$ cat src/rtl/rpt_pkg.sv
// ----------------------------------------------------------------------------
// rpt_pkg
// Shared types, token kinds and character codes of the regex pattern
// tokenizer.
// ----------------------------------------------------------------------------
package rpt_pkg;

   localparam int unsigned POS_W               = 16;
   localparam int unsigned MAX_PATTERN_LEN_DEF = 65535;

   localparam logic [3:0] K_LIT     = 4'd0;
   localparam logic [3:0] K_DOT     = 4'd1;
   localparam logic [3:0] K_STAR    = 4'd2;
   localparam logic [3:0] K_ASTART  = 4'd3;
   localparam logic [3:0] K_AEND    = 4'd4;
   localparam logic [3:0] K_GOPEN   = 4'd5;
   localparam logic [3:0] K_GCLOSE  = 4'd6;
   localparam logic [3:0] K_BOPEN   = 4'd7;
   localparam logic [3:0] K_BCLOSE  = 4'd8;
   localparam logic [3:0] K_BRACKET = 4'd9;
   localparam logic [3:0] K_BACKREF = 4'd10;
   localparam logic [3:0] K_END     = 4'd11;
   localparam logic [3:0] K_ERR     = 4'd12;

   localparam logic [7:0] CH_CARET   = 8'h5E;
   localparam logic [7:0] CH_DOLLAR  = 8'h24;
   localparam logic [7:0] CH_DOT     = 8'h2E;
   localparam logic [7:0] CH_STAR    = 8'h2A;
   localparam logic [7:0] CH_LBRACK  = 8'h5B;
   localparam logic [7:0] CH_RBRACK  = 8'h5D;
   localparam logic [7:0] CH_LPAREN  = 8'h28;
   localparam logic [7:0] CH_RPAREN  = 8'h29;
   localparam logic [7:0] CH_LBRACE  = 8'h7B;
   localparam logic [7:0] CH_RBRACE  = 8'h7D;
   localparam logic [7:0] CH_BSLASH  = 8'h5C;
   localparam logic [7:0] CH_ONE     = 8'h31;
   localparam logic [7:0] CH_NINE    = 8'h39;
   localparam logic [7:0] CH_NONE    = 8'h00;

   typedef struct packed {
      logic [3:0]       kind;
      logic [7:0]       token_char;
      logic [POS_W-1:0] token_pos;
      logic [POS_W-1:0] bracket_len;
      logic             bracket_negated;
      logic             run_last;
   } token_type;

   function automatic token_type mk_tok(input logic [3:0]       kind,
                                        input logic [7:0]       ch,
                                        input logic [POS_W-1:0] pos,
                                        input logic [POS_W-1:0] len,
                                        input logic             neg);
      token_type t;
      t.kind            = kind;
      t.token_char      = ch;
      t.token_pos       = pos;
      t.bracket_len     = len;
      t.bracket_negated = neg;
      t.run_last        = 1'b0;
      return t;
   endfunction

endpackage

$ cat src/rtl/regex_pattern_tokenizer_top.sv
// ----------------------------------------------------------------------------
// regex_pattern_tokenizer_top
// Streaming tokenizer for basic regular expressions, one character a request.
//
// The req_ channel carries one pattern character per request, with tlast set
// on the final character of a pattern. The rsp_ channel returns the tokens
// that each character completes, zero to three of them, with tlast set on the
// last token belonging to that character. The kind of each token travels in
// tuser.
// A request is held in an input register and decoded into a three-slot
// result buffer, which drives the rsp_ ports directly. The first token of a
// request is on the rsp_ ports once the request has moved from the input
// register into the buffer. One request is taken every cycle as long as each
// yields at most one token and the receiver keeps up; otherwise the rate is
// set by the result buffer, which drains one token per cycle while the
// receiver is ready.
// When the receiver stalls, the buffer and then the input register fill and
// req_tready falls; nothing is dropped. Reset empties both and returns the
// scanner to the start of a pattern. After the final character the scanner
// also returns to that state, so the next request opens a new pattern.
// ----------------------------------------------------------------------------
module regex_pattern_tokenizer_top
   import rpt_pkg::*;
#(
   parameter int unsigned MAX_PATTERN_LEN = MAX_PATTERN_LEN_DEF
) (
   input  logic        clock,
   input  logic        reset,
   input  logic        req_tvalid,
   output logic        req_tready,
   input  logic [7:0]  req_tdata,  // char_in[7:0]
   input  logic        req_tlast,  // final_char
   output logic        rsp_tvalid,
   input  logic        rsp_tready,
   output logic [47:0] rsp_tdata,  // token_char[7:0], token_pos[23:8],
                                   // bracket_len[39:24], bracket_negated[40],
                                   // zero padding[47:41]
   output logic [3:0]  rsp_tuser,  // kind[3:0]
   output logic        rsp_tlast   // run_last
);

   localparam logic [POS_W-1:0] MAX_POS = MAX_PATTERN_LEN[POS_W-1:0];

   localparam logic [2:0] M_NORMAL   = 3'd0;
   localparam logic [2:0] M_ESC      = 3'd1;
   localparam logic [2:0] M_DOL      = 3'd2;
   localparam logic [2:0] M_DOLESC   = 3'd3;
   localparam logic [2:0] M_BR_FIRST = 3'd4;
   localparam logic [2:0] M_BR_CARET = 3'd5;
   localparam logic [2:0] M_BR_BODY  = 3'd6;

   logic             in_valid_ff;
   logic [7:0]       in_char_ff;
   logic             in_fin_ff;

   logic [2:0]       mode_ff, mode_in;
   logic             ags_ff, ags_in;
   logic [POS_W-1:0] pos_ff, pos_in;
   logic [POS_W-1:0] held_ff, held_in;
   logic             neg_ff, neg_in;
   logic [POS_W-1:0] dpos_ff, dpos_in;

   token_type        tok_ff [3];
   token_type        tok_in [3];
   logic [1:0]       cnt_ff;
   logic [1:0]       n_in;

   logic             move;
   logic             pop;
   logic             esc_run;
   logic             norm_run;
   logic [POS_W:0]   blen_wide;
   logic [POS_W-1:0] blen;
   logic [POS_W-1:0] end_pos;

   assign pop        = (cnt_ff != 2'd0) && rsp_tready;
   assign move       = in_valid_ff && ((cnt_ff == 2'd0) || ((cnt_ff == 2'd1) && rsp_tready));
   assign req_tready = !in_valid_ff || move;

   assign rsp_tvalid = (cnt_ff != 2'd0);
   assign rsp_tdata  = {7'd0, tok_ff[0].bracket_negated, tok_ff[0].bracket_len,
                        tok_ff[0].token_pos, tok_ff[0].token_char};
   assign rsp_tuser  = tok_ff[0].kind;
   assign rsp_tlast  = tok_ff[0].run_last;

   always_comb begin
      blen_wide = {1'b0, pos_ff} - {1'b0, held_ff} + {{POS_W{1'b0}}, 1'b1};
      if (pos_ff < held_ff) begin
         blen = {{(POS_W-1){1'b0}}, 1'b1};
      end else if (blen_wide[POS_W]) begin
         blen = {POS_W{1'b1}};
      end else begin
         blen = blen_wide[POS_W-1:0];
      end
      end_pos = (pos_ff < MAX_POS) ? pos_ff + {{(POS_W-1){1'b0}}, 1'b1} : MAX_POS;
   end

   always_comb begin
      mode_in  = mode_ff;
      ags_in   = ags_ff;
      pos_in   = pos_ff;
      held_in  = held_ff;
      neg_in   = neg_ff;
      dpos_in  = dpos_ff;
      n_in     = 2'd0;
      esc_run  = 1'b0;
      norm_run = 1'b0;
      for (int i = 0; i < 3; i++) begin
         tok_in[i] = '0;
      end

      case (mode_ff)
         M_ESC: begin
            esc_run = 1'b1;
         end
         M_DOL: begin
            if (in_char_ff == CH_BSLASH) begin
               if (in_fin_ff) begin
                  tok_in[n_in] = mk_tok(K_LIT, CH_DOLLAR, dpos_ff, '0, 1'b0);
                  n_in = n_in + 2'd1;
                  tok_in[n_in] = mk_tok(K_ERR, CH_NONE, pos_ff, '0, 1'b0);
                  n_in = n_in + 2'd1;
                  mode_in = M_NORMAL;
               end else begin
                  mode_in = M_DOLESC;
                  held_in = pos_ff;
               end
            end else begin
               tok_in[n_in] = mk_tok(K_LIT, CH_DOLLAR, dpos_ff, '0, 1'b0);
               n_in = n_in + 2'd1;
               ags_in   = 1'b0;
               norm_run = 1'b1;
            end
         end
         M_DOLESC: begin
            if (in_char_ff == CH_RPAREN) begin
               tok_in[n_in] = mk_tok(K_AEND, CH_NONE, dpos_ff, '0, 1'b0);
               n_in = n_in + 2'd1;
               tok_in[n_in] = mk_tok(K_GCLOSE, CH_NONE, held_ff, '0, 1'b0);
               n_in = n_in + 2'd1;
               ags_in  = 1'b0;
               mode_in = M_NORMAL;
            end else begin
               tok_in[n_in] = mk_tok(K_LIT, CH_DOLLAR, dpos_ff, '0, 1'b0);
               n_in = n_in + 2'd1;
               esc_run = 1'b1;
            end
         end
         M_BR_FIRST: begin
            if (in_char_ff == CH_CARET) begin
               neg_in  = 1'b1;
               mode_in = M_BR_CARET;
            end else begin
               mode_in = M_BR_BODY;
            end
         end
         M_BR_CARET: begin
            mode_in = M_BR_BODY;
         end
         M_BR_BODY: begin
            if (in_char_ff == CH_RBRACK) begin
               tok_in[n_in] = mk_tok(K_BRACKET, CH_NONE, held_ff, blen, neg_ff);
               n_in = n_in + 2'd1;
               ags_in  = 1'b0;
               mode_in = M_NORMAL;
            end
         end
         default: begin
            norm_run = 1'b1;
         end
      endcase

      if (esc_run) begin
         case (in_char_ff)
            CH_LPAREN: tok_in[n_in] = mk_tok(K_GOPEN, CH_NONE, held_ff, '0, 1'b0);
            CH_RPAREN: tok_in[n_in] = mk_tok(K_GCLOSE, CH_NONE, held_ff, '0, 1'b0);
            CH_LBRACE: tok_in[n_in] = mk_tok(K_BOPEN, CH_NONE, held_ff, '0, 1'b0);
            CH_RBRACE: tok_in[n_in] = mk_tok(K_BCLOSE, CH_NONE, held_ff, '0, 1'b0);
            default: begin
               if (in_char_ff inside {[CH_ONE:CH_NINE]}) begin
                  tok_in[n_in] = mk_tok(K_BACKREF, in_char_ff, held_ff, '0, 1'b0);
               end else begin
                  tok_in[n_in] = mk_tok(K_LIT, in_char_ff, held_ff, '0, 1'b0);
               end
            end
         endcase
         n_in    = n_in + 2'd1;
         ags_in  = (in_char_ff == CH_LPAREN);
         mode_in = M_NORMAL;
      end

      if (norm_run) begin
         mode_in = M_NORMAL;
         case (in_char_ff)
            CH_CARET: begin
               if (ags_in) begin
                  tok_in[n_in] = mk_tok(K_ASTART, CH_NONE, pos_ff, '0, 1'b0);
               end else begin
                  tok_in[n_in] = mk_tok(K_LIT, CH_CARET, pos_ff, '0, 1'b0);
               end
               n_in   = n_in + 2'd1;
               ags_in = 1'b0;
            end
            CH_DOLLAR: begin
               if (in_fin_ff) begin
                  tok_in[n_in] = mk_tok(K_AEND, CH_NONE, pos_ff, '0, 1'b0);
                  n_in = n_in + 2'd1;
               end else begin
                  mode_in = M_DOL;
                  dpos_in = pos_ff;
               end
               ags_in = 1'b0;
            end
            CH_DOT: begin
               tok_in[n_in] = mk_tok(K_DOT, CH_NONE, pos_ff, '0, 1'b0);
               n_in   = n_in + 2'd1;
               ags_in = 1'b0;
            end
            CH_STAR: begin
               tok_in[n_in] = mk_tok(K_STAR, CH_NONE, pos_ff, '0, 1'b0);
               n_in   = n_in + 2'd1;
               ags_in = 1'b0;
            end
            CH_LBRACK: begin
               mode_in = M_BR_FIRST;
               held_in = pos_ff;
               neg_in  = 1'b0;
               ags_in  = 1'b0;
            end
            CH_BSLASH: begin
               mode_in = M_ESC;
               held_in = pos_ff;
            end
            default: begin
               tok_in[n_in] = mk_tok(K_LIT, in_char_ff, pos_ff, '0, 1'b0);
               n_in   = n_in + 2'd1;
               ags_in = 1'b0;
            end
         endcase
      end

      if (in_fin_ff) begin
         if (mode_in inside {M_ESC, M_BR_FIRST, M_BR_CARET, M_BR_BODY}) begin
            tok_in[n_in] = mk_tok(K_ERR, CH_NONE, held_in, '0, 1'b0);
            n_in = n_in + 2'd1;
         end
         tok_in[n_in] = mk_tok(K_END, CH_NONE, end_pos, '0, 1'b0);
         n_in = n_in + 2'd1;
         mode_in = M_NORMAL;
         ags_in  = 1'b1;
         pos_in  = '0;
         held_in = '0;
         neg_in  = 1'b0;
         dpos_in = '0;
      end else if (pos_ff < MAX_POS) begin
         pos_in = pos_ff + {{(POS_W-1){1'b0}}, 1'b1};
      end

      if (n_in != 2'd0) begin
         tok_in[n_in - 2'd1].run_last = 1'b1;
      end
   end

   always_ff @(posedge clock) begin
      if (reset) begin
         in_valid_ff <= 1'b0;
         cnt_ff      <= 2'd0;
         mode_ff     <= M_NORMAL;
         ags_ff      <= 1'b1;
         pos_ff      <= '0;
         held_ff     <= '0;
         neg_ff      <= 1'b0;
         dpos_ff     <= '0;
      end else begin
         if (req_tvalid && req_tready) begin
            in_valid_ff <= 1'b1;
         end else if (move) begin
            in_valid_ff <= 1'b0;
         end
         if (move) begin
            cnt_ff  <= n_in;
            mode_ff <= mode_in;
            ags_ff  <= ags_in;
            pos_ff  <= pos_in;
            held_ff <= held_in;
            neg_ff  <= neg_in;
            dpos_ff <= dpos_in;
         end else if (pop) begin
            cnt_ff <= cnt_ff - 2'd1;
         end
      end
   end

   always_ff @(posedge clock) begin
      if (req_tvalid && req_tready) begin
         in_char_ff <= req_tdata;
         in_fin_ff  <= req_tlast;
      end
      if (move) begin
         tok_ff[0] <= tok_in[0];
         tok_ff[1] <= tok_in[1];
         tok_ff[2] <= tok_in[2];
      end else if (pop) begin
         tok_ff[0] <= tok_ff[1];
         tok_ff[1] <= tok_ff[2];
      end
   end

   // The newest token in the buffer always closes the run of its request.
   a_last_closes_run: assert property (@(posedge clock) disable iff (reset)
      (cnt_ff != 2'd0) |-> tok_ff[cnt_ff - 2'd1].run_last)
      else $error("buffered run does not end with a last token");

   // A final character always produces an end token as its last result.
   a_final_ends: assert property (@(posedge clock) disable iff (reset)
      (move && in_fin_ff) |-> ((n_in != 2'd0) && (tok_in[n_in - 2'd1].kind == K_END)))
      else $error("final character without end token");

   // After a final character the scanner is back at the start of a pattern.
   a_final_resets: assert property (@(posedge clock) disable iff (reset)
      (move && in_fin_ff) |=> ((mode_ff == M_NORMAL) && ags_ff && (pos_ff == '0)))
      else $error("scanner not returned to pattern start");

   // A request only leaves the input register when the buffer is empty or its last token is being taken.
   a_no_overwrite: assert property (@(posedge clock) disable iff (reset)
      move |-> ((cnt_ff == 2'd0) || pop))
      else $error("buffer overwritten while tokens are pending");

   // The position counter never passes its saturation point.
   a_pos_sat: assert property (@(posedge clock) disable iff (reset)
      pos_ff <= MAX_POS)
      else $error("pattern position beyond limit");

endmodule
$ cat config.mk
export PLATFORM = sky130hd
export DESIGN_NAME = regex_pattern_tokenizer_top
export DESIGN_NICKNAME = d
export VERILOG_FILES = /design/src/rtl/rpt_pkg.sv /design/src/rtl/regex_pattern_tokenizer_top.sv
export SDC_FILE = /design/constraint.sdc
export NUM_CORES = 1
export LEC_CHECK = 0
export BUFFER_PORTS_ARGS = -buffer_cell sky130_fd_sc_hd__buf_2
export CORE_UTILIZATION = 56
export CTS_CLUSTER_DIAMETER = 30
export DETAILED_ROUTE_END_ITERATION = 8
export PLACE_DENSITY = 0.77
export SLEW_MARGIN = 10
export SYNTH_ARGS = -nofsm -noshare
export SYNTH_HDL_FRONTEND = slang
export SYNTH_SLANG_ARGS = --single-unit
$ cat constraint.sdc
create_clock -name clock -period 5.15 [get_ports clock]
set_clock_uncertainty 0.2 [all_clocks]
set_input_delay 1.03 -clock clock [delete_from_list [all_inputs] [get_ports clock]]
set_output_delay 1.03 -clock clock [all_outputs]
set_load 0.005 [all_outputs]
==> reports/metrics.yaml, run 1 <==
layout:
  final_core_util_pct: 61.8
  seqCellArea_um2: 4510
  area_growth_pct: 8.48
  filler_cell_count: 1664
  multiInputGateArea_um2: 5660
  n_antenna_cell: 0
  postLayoutCellArea_um2: 12000
  final_nets: 1289
  drive_gt1_share_pct: 15.1
  final_common_cell: "nor2_1"
  final_cell_mix: "nor2_1, edfxtp_1, a21oi_1, nand2_1, buf_4"
sta:
  period_needed_ns: 5.00
  finalCritPeriodShare_pct: 97.2
  relSlewSlack_pct: 20.5
  worstMarginPinSlew_ns: 1.19
  final_max_slew_viol_count: 0
  setup_viol: 0
  fmaxAchievable_mhz: 200
  worst_slack_ns: 0.146
  hold_viol_final: 0
placed_design:
  place_ws_ns: -0.0957
  dp_hpwl_mm: 21.8
  port_buffers: 60
  place_area_um2: 11400
  place.gp.congestion: 0.927
route:
  drtIter0Drc: 1312
  wl_per_cell_um: 21.6
  num_vias: 9868
  firstDrtPassIters: 6
  vias_per_cell: 6.59
  final_antenna_net_count: 0
  finalWirelength_mm: 32.4
  drc_errors: 0
synthesis:
  ys_seq_area_share_pct: 40.8
  synthCells: 1219
  syn_area_um2: 11100
  synth_seq_cells: 169
  syn_avg_cell_area_um2: 9.07
  synthFlopType: "edfxtp_1"
  synth_cell_types: 72
  yosysWarnings: 0
  synth_edf_count: 113
  async_reset_ff_share_pct: 0
global_route:
  top_usage_layer: "met2"
  grt_util_met2_pct: 48.8
  met1_usage_pct: 44.4
  grt_pass1_wl_mm: 49.6
  antenna_found_initial: 0
  grt_pass1_vias: 9180
  globalRouteMet3Util_pct: 6.29
  grtUsageTotal_pct: 32.1
  overflow: 0
  grt_start_max_net_pins: 57
clock_network:
  htree_levels: 4
  cts_tree: "built"
  clock-sinks: 169
  clkTransAtPathRegs_ns: 0.07
  cts_buffer_depth: 2
  numCtsBuffers: 17
  hold_buffers: 0
  root_buffer: "clkbuf_16"
  clk_latency_ns: 0.44
hold_path:
  hp-class: "reg -> reg"
critical_path:
  end_kind: "flip-flop"
  crit_chain: "buf_4 -> or4b_4 -> nor3_4 -> buf_4 -> nor2_1 -> o21ai_1 -> ha_1 -> a21oi_1 -> o21a_1 -> inv_1 -> ha_1 -> o21ai_2 -> ha_1 -> mux2i_1 -> buf_4 -> ha_1 -> nand2_1 -> o21ai_2 -> buf_4 -> nor2b_1 -> and2_1"
  rrSetupSlack_ns: 0.15
  slowest_stage: "or4b_4"
  cp_data_arrival_time_ns: 5.00
  worst-path-buf-inv: 5
  cp_top_family: "simple AND/OR/NAND/NOR gates"
  critPathMaxFanout: 9
  cp.required_ns: 5.14
  crit_type: "reg -> reg"
  slowest_delay_ns: 0.49
  cp-start-kind: "flip-flop"
floorplan:
  die_y_um: 142
  start_util_pct: 57.0
  dieArea_um2: 20300
  die_w_um: 142
  num_rows: 51
  core_area_um2: 19400
  num_io_pins: 68
pwr:
  pwr-share-comb_pct: 22.3
  ir_drop_uv: 398
  swShare_pct: 31.3
  clkPwrFrac_pct: 30.1
  finalPower_w: 0.00392
  powerDensity_nw_per_um2: 327
  power_leakage_nw: 4.39
  p_int_w: 0.00270
  power.switching_w: 0.00123
  power.share.sequential_pct: 47.7
outcome:
  status: "complete, no violations"
run:
  cap_violations: 0
power by group through the flow:
stage | Combinational [W] | Sequential [W] | Clock [W]
after global routing | 0.000941 | 0.00190 | 0.00123
after global placement | 0.000836 | 0.00189 | 0
final | 0.000873 | 0.00187 | 0.00118
after detailed placement | 0.000848 | 0.00190 | 0
after CTS | 0.000852 | 0.00187 | 0.00118
after floorplan | 0.000639 | 0.00188 | 0
area by class of cell:
class | count | area share (%)
inverters | 51 | 1.61
well taps | 265 | 2.77
flip-flops and latches | 169 | 37.7
clock buffers | 18 | 3.58
multi-input cells | 860 | 47.2
repair buffers | 121 | 6.32
clock inverters | 14 | 0.835
final timing paths:
kind	to	depth (start not counted)	from
worst min-delay path	dpos_ff[3]	2	dpos_ff[3]
worst max-delay path	tok_ff[1][34]	21	in_char_ff[5]
worst max register to register	tok_ff[1][34]	21	in_char_ff[5]
worst min register to register	dpos_ff[3]	2	dpos_ff[3]
registers in the layout, summed over array words and instances (netlist names):
register     count
ags_ff           1
cnt_ff           2
dpos_ff         16
held_ff         16
in_char_ff       8
in_fin_ff        1
in_valid_ff      1
mode_ff          3
neg_ff           1
pos_ff          16
tok_ff         104
worst register-to-register path, cell delays in order (launching register included):
cell and delay [ns]:
edfxtp_1 0.40, buf_4 0.17, or4b_4 0.49, nor3_4 0.15, buf_4 0.18, nor2_1 0.05, o21ai_1 0.17, ha_1 0.26
a21oi_1 0.13, o21a_1 0.21, inv_1 0.07, ha_1 0.30, o21ai_2 0.19, ha_1 0.26, mux2i_1 0.21, buf_4 0.16
ha_1 0.19, nand2_1 0.12, o21ai_2 0.30, buf_4 0.29, nor2b_1 0.09, and2_1 0.16
cell families (layout without fill, tap and decap cells):
| logic type | after synthesis | in the layout | synth area share (%) |
|---|---|---|---|
| other | 1 | 7 | 0.0339 |
| muxes | 16 | 16 | 1.46 |
| DFF | 169 | 169 | 40.8 |
| and+or+nand+nor | 358 | 358 | 15.1 |
| xor gates and xnor gates | 32 | 32 | 2.54 |
| buffers and inverters | 196 | 204 | 8.67 |
| adders and majority gates | 56 | 56 | 6.88 |
| AOI/OAI and AO/OA | 391 | 391 | 24.5 |
through the flow:
step / setup TNS [ns] / cells / hold WS, ns
6_report: 0 / 1498 / 0.314
5_1_grt: -1.80 / 1498 / 0.342
4_1_cts: 0 / 1496 / 0.315
3_5_place_dp: -1.27 / 1464 / 0.300
3_3_place_gp: 0 / 1464 / 0.292
2_1_floorplan: 0 / 1225 / 0.281
cell usage after synthesis, drive strengths merged, types with 9 or more instances:
library cell | count | share of area, %
nor2 | 145 | 4.9
edfxtp | 113 | 31
a21oi | 93 | 4.3
nand2 | 76 | 2.6
clkbuf | 74 | 2.5
buf | 71 | 4.4
o21ai | 70 | 3.2
dfxtp | 56 | 10
a22oi | 51 | 3.5
inv | 51 | 1.7
ha | 48 | 5.4
nor3 | 31 | 1.5
o22a | 28 | 2.2
nand3 | 26 | 1.2
a221oi | 24 | 1.9
o221ai | 22 | 2.1
a31oi | 18 | 1.0
xnor2 | 18 | 1.4
mux2i | 15 | 1.4
xor2 | 14 | 1.1
o22ai | 13 | 0.74
and3 | 12 | 0.68
nor2b | 12 | 0.68
and2 | 11 | 0.62
a22o | 10 | 0.79
a211oi | 9 | 0.61
nand2b | 9 | 0.51
routing by layer:
layer  share of wire [%]  up-vias
met1                  41     4587
li1                    -     4449
met5                   0        -
met4                 3.7        0
met3                  11      121
met2                  44      711
timing repair:
| action | CTS | global route |
|---|---|---|
| gates resized for setup | 2 | 19 |
| buffers inserted | 0 | 2 |
| endpoints found under the setup margin | 51 | 78 |
| cloned | 0 | 0 |
| pin swaps | 0 | 2 |
No activity file was read; power rests on OpenSTA's default activity.
==> inputs of run 2 (changes only) <==
PLACE_DENSITY = 0.75   (was 0.77)
==> run 2 against run 1 <==
Compared with the run above: final cell count is essentially flat; largest power group unchanged; critical endpoint is now tok_ff[0][28]; worst setup slack improved by 0.041 ns; highest routed layer unchanged; hold slack improved by 0.0054 ns; fmax rose by 0.83%; wire length is 2.5% higher; register-to-register slack better by 0.04 ns.
==> reports/metrics.yaml, run 2 (synthesis gave the netlist of run 1 again) <==
outcome:
  status: "complete, no violations"
clock_network:
  root_buffer: "clkbuf_16"
  htree_levels: 4  # unchanged
  clkTransAtPathRegs_ns: 0.07  # about the same
  numCtsBuffers: 17  # unchanged
  cts_tree: "built"
  clock-sinks: 169  # unchanged
  cts_buffer_depth: 2  # unchanged
  clk_latency_ns: 0.45  # about the same
global_route:
  grt_pass1_vias: 9268  # +0.96%
  overflow: 0  # unchanged
  grt_pass1_wl_mm: 51.2  # +3.4%
  antenna_found_initial: 0  # unchanged
  grtUsageTotal_pct: 33.4  # +1.3 points
  grt_start_max_net_pins: 57  # unchanged
hold_path:
  whs_path_depth: 2  # unchanged
  hold_start: "dpos_ff[9]"
  hp-class: "reg -> reg"
  worstHoldEndpoint: "dpos_ff[9]"
route:
  drtIter0Drc: 1563  # +19%
  firstDrtPassIters: 7  # +1
  drc_errors: 0  # unchanged
  wl_per_cell_um: 22.1  # +2.4%
  finalWirelength_mm: 33.2  # +2.5%
  final_antenna_net_count: 0  # unchanged
  num_vias: 10000  # +1.6%
  vias_per_cell: 6.69  # +1.6%
placed_design:
  dp_hpwl_mm: 22.0  # +0.90%
  place_area_um2: 11400  # -0.11%
  port_buffers: 60  # unchanged
  place.gp.congestion: 0.968  # +4.4%
pwr:
  powerDensity_nw_per_um2: 340  # +3.9%
  finalPower_w: 0.00411  # +4.7%
  clkPwrFrac_pct: 32.8  # +2.7 points
  swShare_pct: 31.5  # +0.18 points
  power.switching_w: 0.00129  # +5.3%
  power.share.sequential_pct: 45.7  # -2.0 points
  ir_drop_uv: 343  # -14%
  pwr-share-comb_pct: 21.5  # -0.8 points
  power_leakage_nw: 4.43  # +0.93%
  p_int_w: 0.00281  # +4.4%
critical_path:
  critPathMaxFanout: 10  # +1
  end_kind: "flip-flop"
  rrSetupSlack_ns: 0.19  # +0.04 ns
  r2r_end: "tok_ff[0][28]"
  crit_type: "reg -> reg"
  rr_worst_depth: 19  # -9.5%
  cp-start-kind: "flip-flop"
  cp_data_arrival_time_ns: 5.06  # +0.06 ns
  cp.required_ns: 5.25  # +0.11 ns
  r2r-start: "in_char_ff[7]"
sta:
  fmaxAchievable_mhz: 202  # +0.83%
  finalCritPeriodShare_pct: 96.4  # -0.80 points
  final_max_slew_viol_count: 0  # unchanged
  setup_viol: 0  # unchanged
  relSlewSlack_pct: 23.9  # +3.4 points
  worstMarginPinSlew_ns: 1.14  # -0.0508 ns
  period_needed_ns: 4.96  # -0.0412 ns
  hold_viol_final: 0  # unchanged
run:
  cap_violations: 0  # unchanged
layout:
  top_register: "tok_ff"
  n_antenna_cell: 0  # unchanged
  filler_cell_count: 1677  # +0.78%
  final_common_cell: "nor2_1"
  drive_gt1_share_pct: 15.2  # +0.15 points
  multiInputGateArea_um2: 5670  # about the same
  area_growth_pct: 9.24
  final_cell_mix: "nor2_1, edfxtp_1, a21oi_1, nand2_1, o21ai_0"
  seqCellArea_um2: 4510  # unchanged
  postLayoutCellArea_um2: 12100  # +0.70%
  largest_register_ffs: 104  # unchanged
  final_nets: 1290  # +0.078%
floorplan:
  start_util_pct: 57.0  # unchanged
  die_w_um: 142  # unchanged
  core_area_um2: 19400  # unchanged
  num_rows: 51  # unchanged
  die_y_um: 142  # unchanged
  num_io_pins: 68  # unchanged
  dieArea_um2: 20300  # unchanged
-- run 2: worst max path at each step --
stage | startpoint | to | depth (start not counted) | slack, ns
final | in_char_ff[7] | tok_ff[0][28] | 19 | 0.19
after global routing | in_char_ff[7] | tok_ff[0][28] | 20 | -0.1
after CTS | in_char_ff[7] | tok_ff[0][13] | 20 | 0.03
after detailed placement | in_char_ff[7] | tok_ff[0][13] | 20 | -0.10
after global placement | in_char_ff[7] | tok_ff[0][13] | 20 | 0.16
after floorplan | in_char_ff[7] | tok_ff[0][28] | 21 | 0.09
-- run 2: metrics by stage --
stage          setup WS, ns  hold slack, ns  setup TNS [ns]  utilization (%)  instances
2_1_floorplan        0.0926           0.281               0                -       1225
3_3_place_gp          0.164           0.294               0             58.7       1462
3_5_place_dp         -0.104           0.300           -1.04             58.7       1462
4_1_cts              0.0288           0.316               0             61.8       1494
5_1_grt             -0.0985           0.355          -0.404             62.2       1499
6_report              0.188           0.319               0             62.2       1499
-- run 2: area by class of cell --
| class | instances | area share [%] |
|---|---|---|
| Clock buffer | 17 | 3.52 |
| Clock inverter | 15 | 1.48 |
| Inverter | 51 | 1.60 |
| Multi-Input combinational cell | 861 | 46.9 |
| Sequential cell | 169 | 37.4 |
| Tap cell | 265 | 2.75 |
| Timing Repair Buffer | 121 | 6.31 |
-- run 2: what timing repair did --
item | CTS | global route
pin swaps | 0 | 3
hold buffers | 0 | 0
setup buffers | 0 | 4
gates resized for setup | 2 | 14
endpoints found under the setup margin | 24 | 89
cloned | 0 | 1
-- run 2: power groups by stage --
stage | registers [W] | clock network [W] | logic, W
after floorplan | 0.00188 | 0 | 0.000639
after global placement | 0.00190 | 0 | 0.000830
after detailed placement | 0.00190 | 0 | 0.000847
after CTS | 0.00187 | 0.00134 | 0.000851
after global routing | 0.00190 | 0.00140 | 0.000957
final | 0.00188 | 0.00135 | 0.000882
-- run 2: critical path, cell delays in order, from the launching register on --
cell,delay (ns)
edfxtp_1,0.47
nor4bb_4,0.37
nand4_1,0.16
or4_4,0.44
o21ai_1,0.12
inv_1,0.09
ha_1,0.29
a21oi_1,0.12
o21a_2,0.18
inv_1,0.05
ha_1,0.30
o21ai_2,0.17
ha_1,0.29
mux2i_2,0.20
inv_1,0.09
ha_1,0.25
or3_1,0.41
buf_4,0.21
o211ai_1,0.19
o22a_1,0.20
-- run 2: layer usage --
layer	vias to the layer above	part of all wire (%)	GRT usage [%]	routed length (um)
met4	0	3.8	12.4	1250
met1	4708	41	47.4	13700
met2	748	43	50.6	14300
met5	-	0	0	0
li1	4452	-	-	-
met3	122	12	6.22	3920
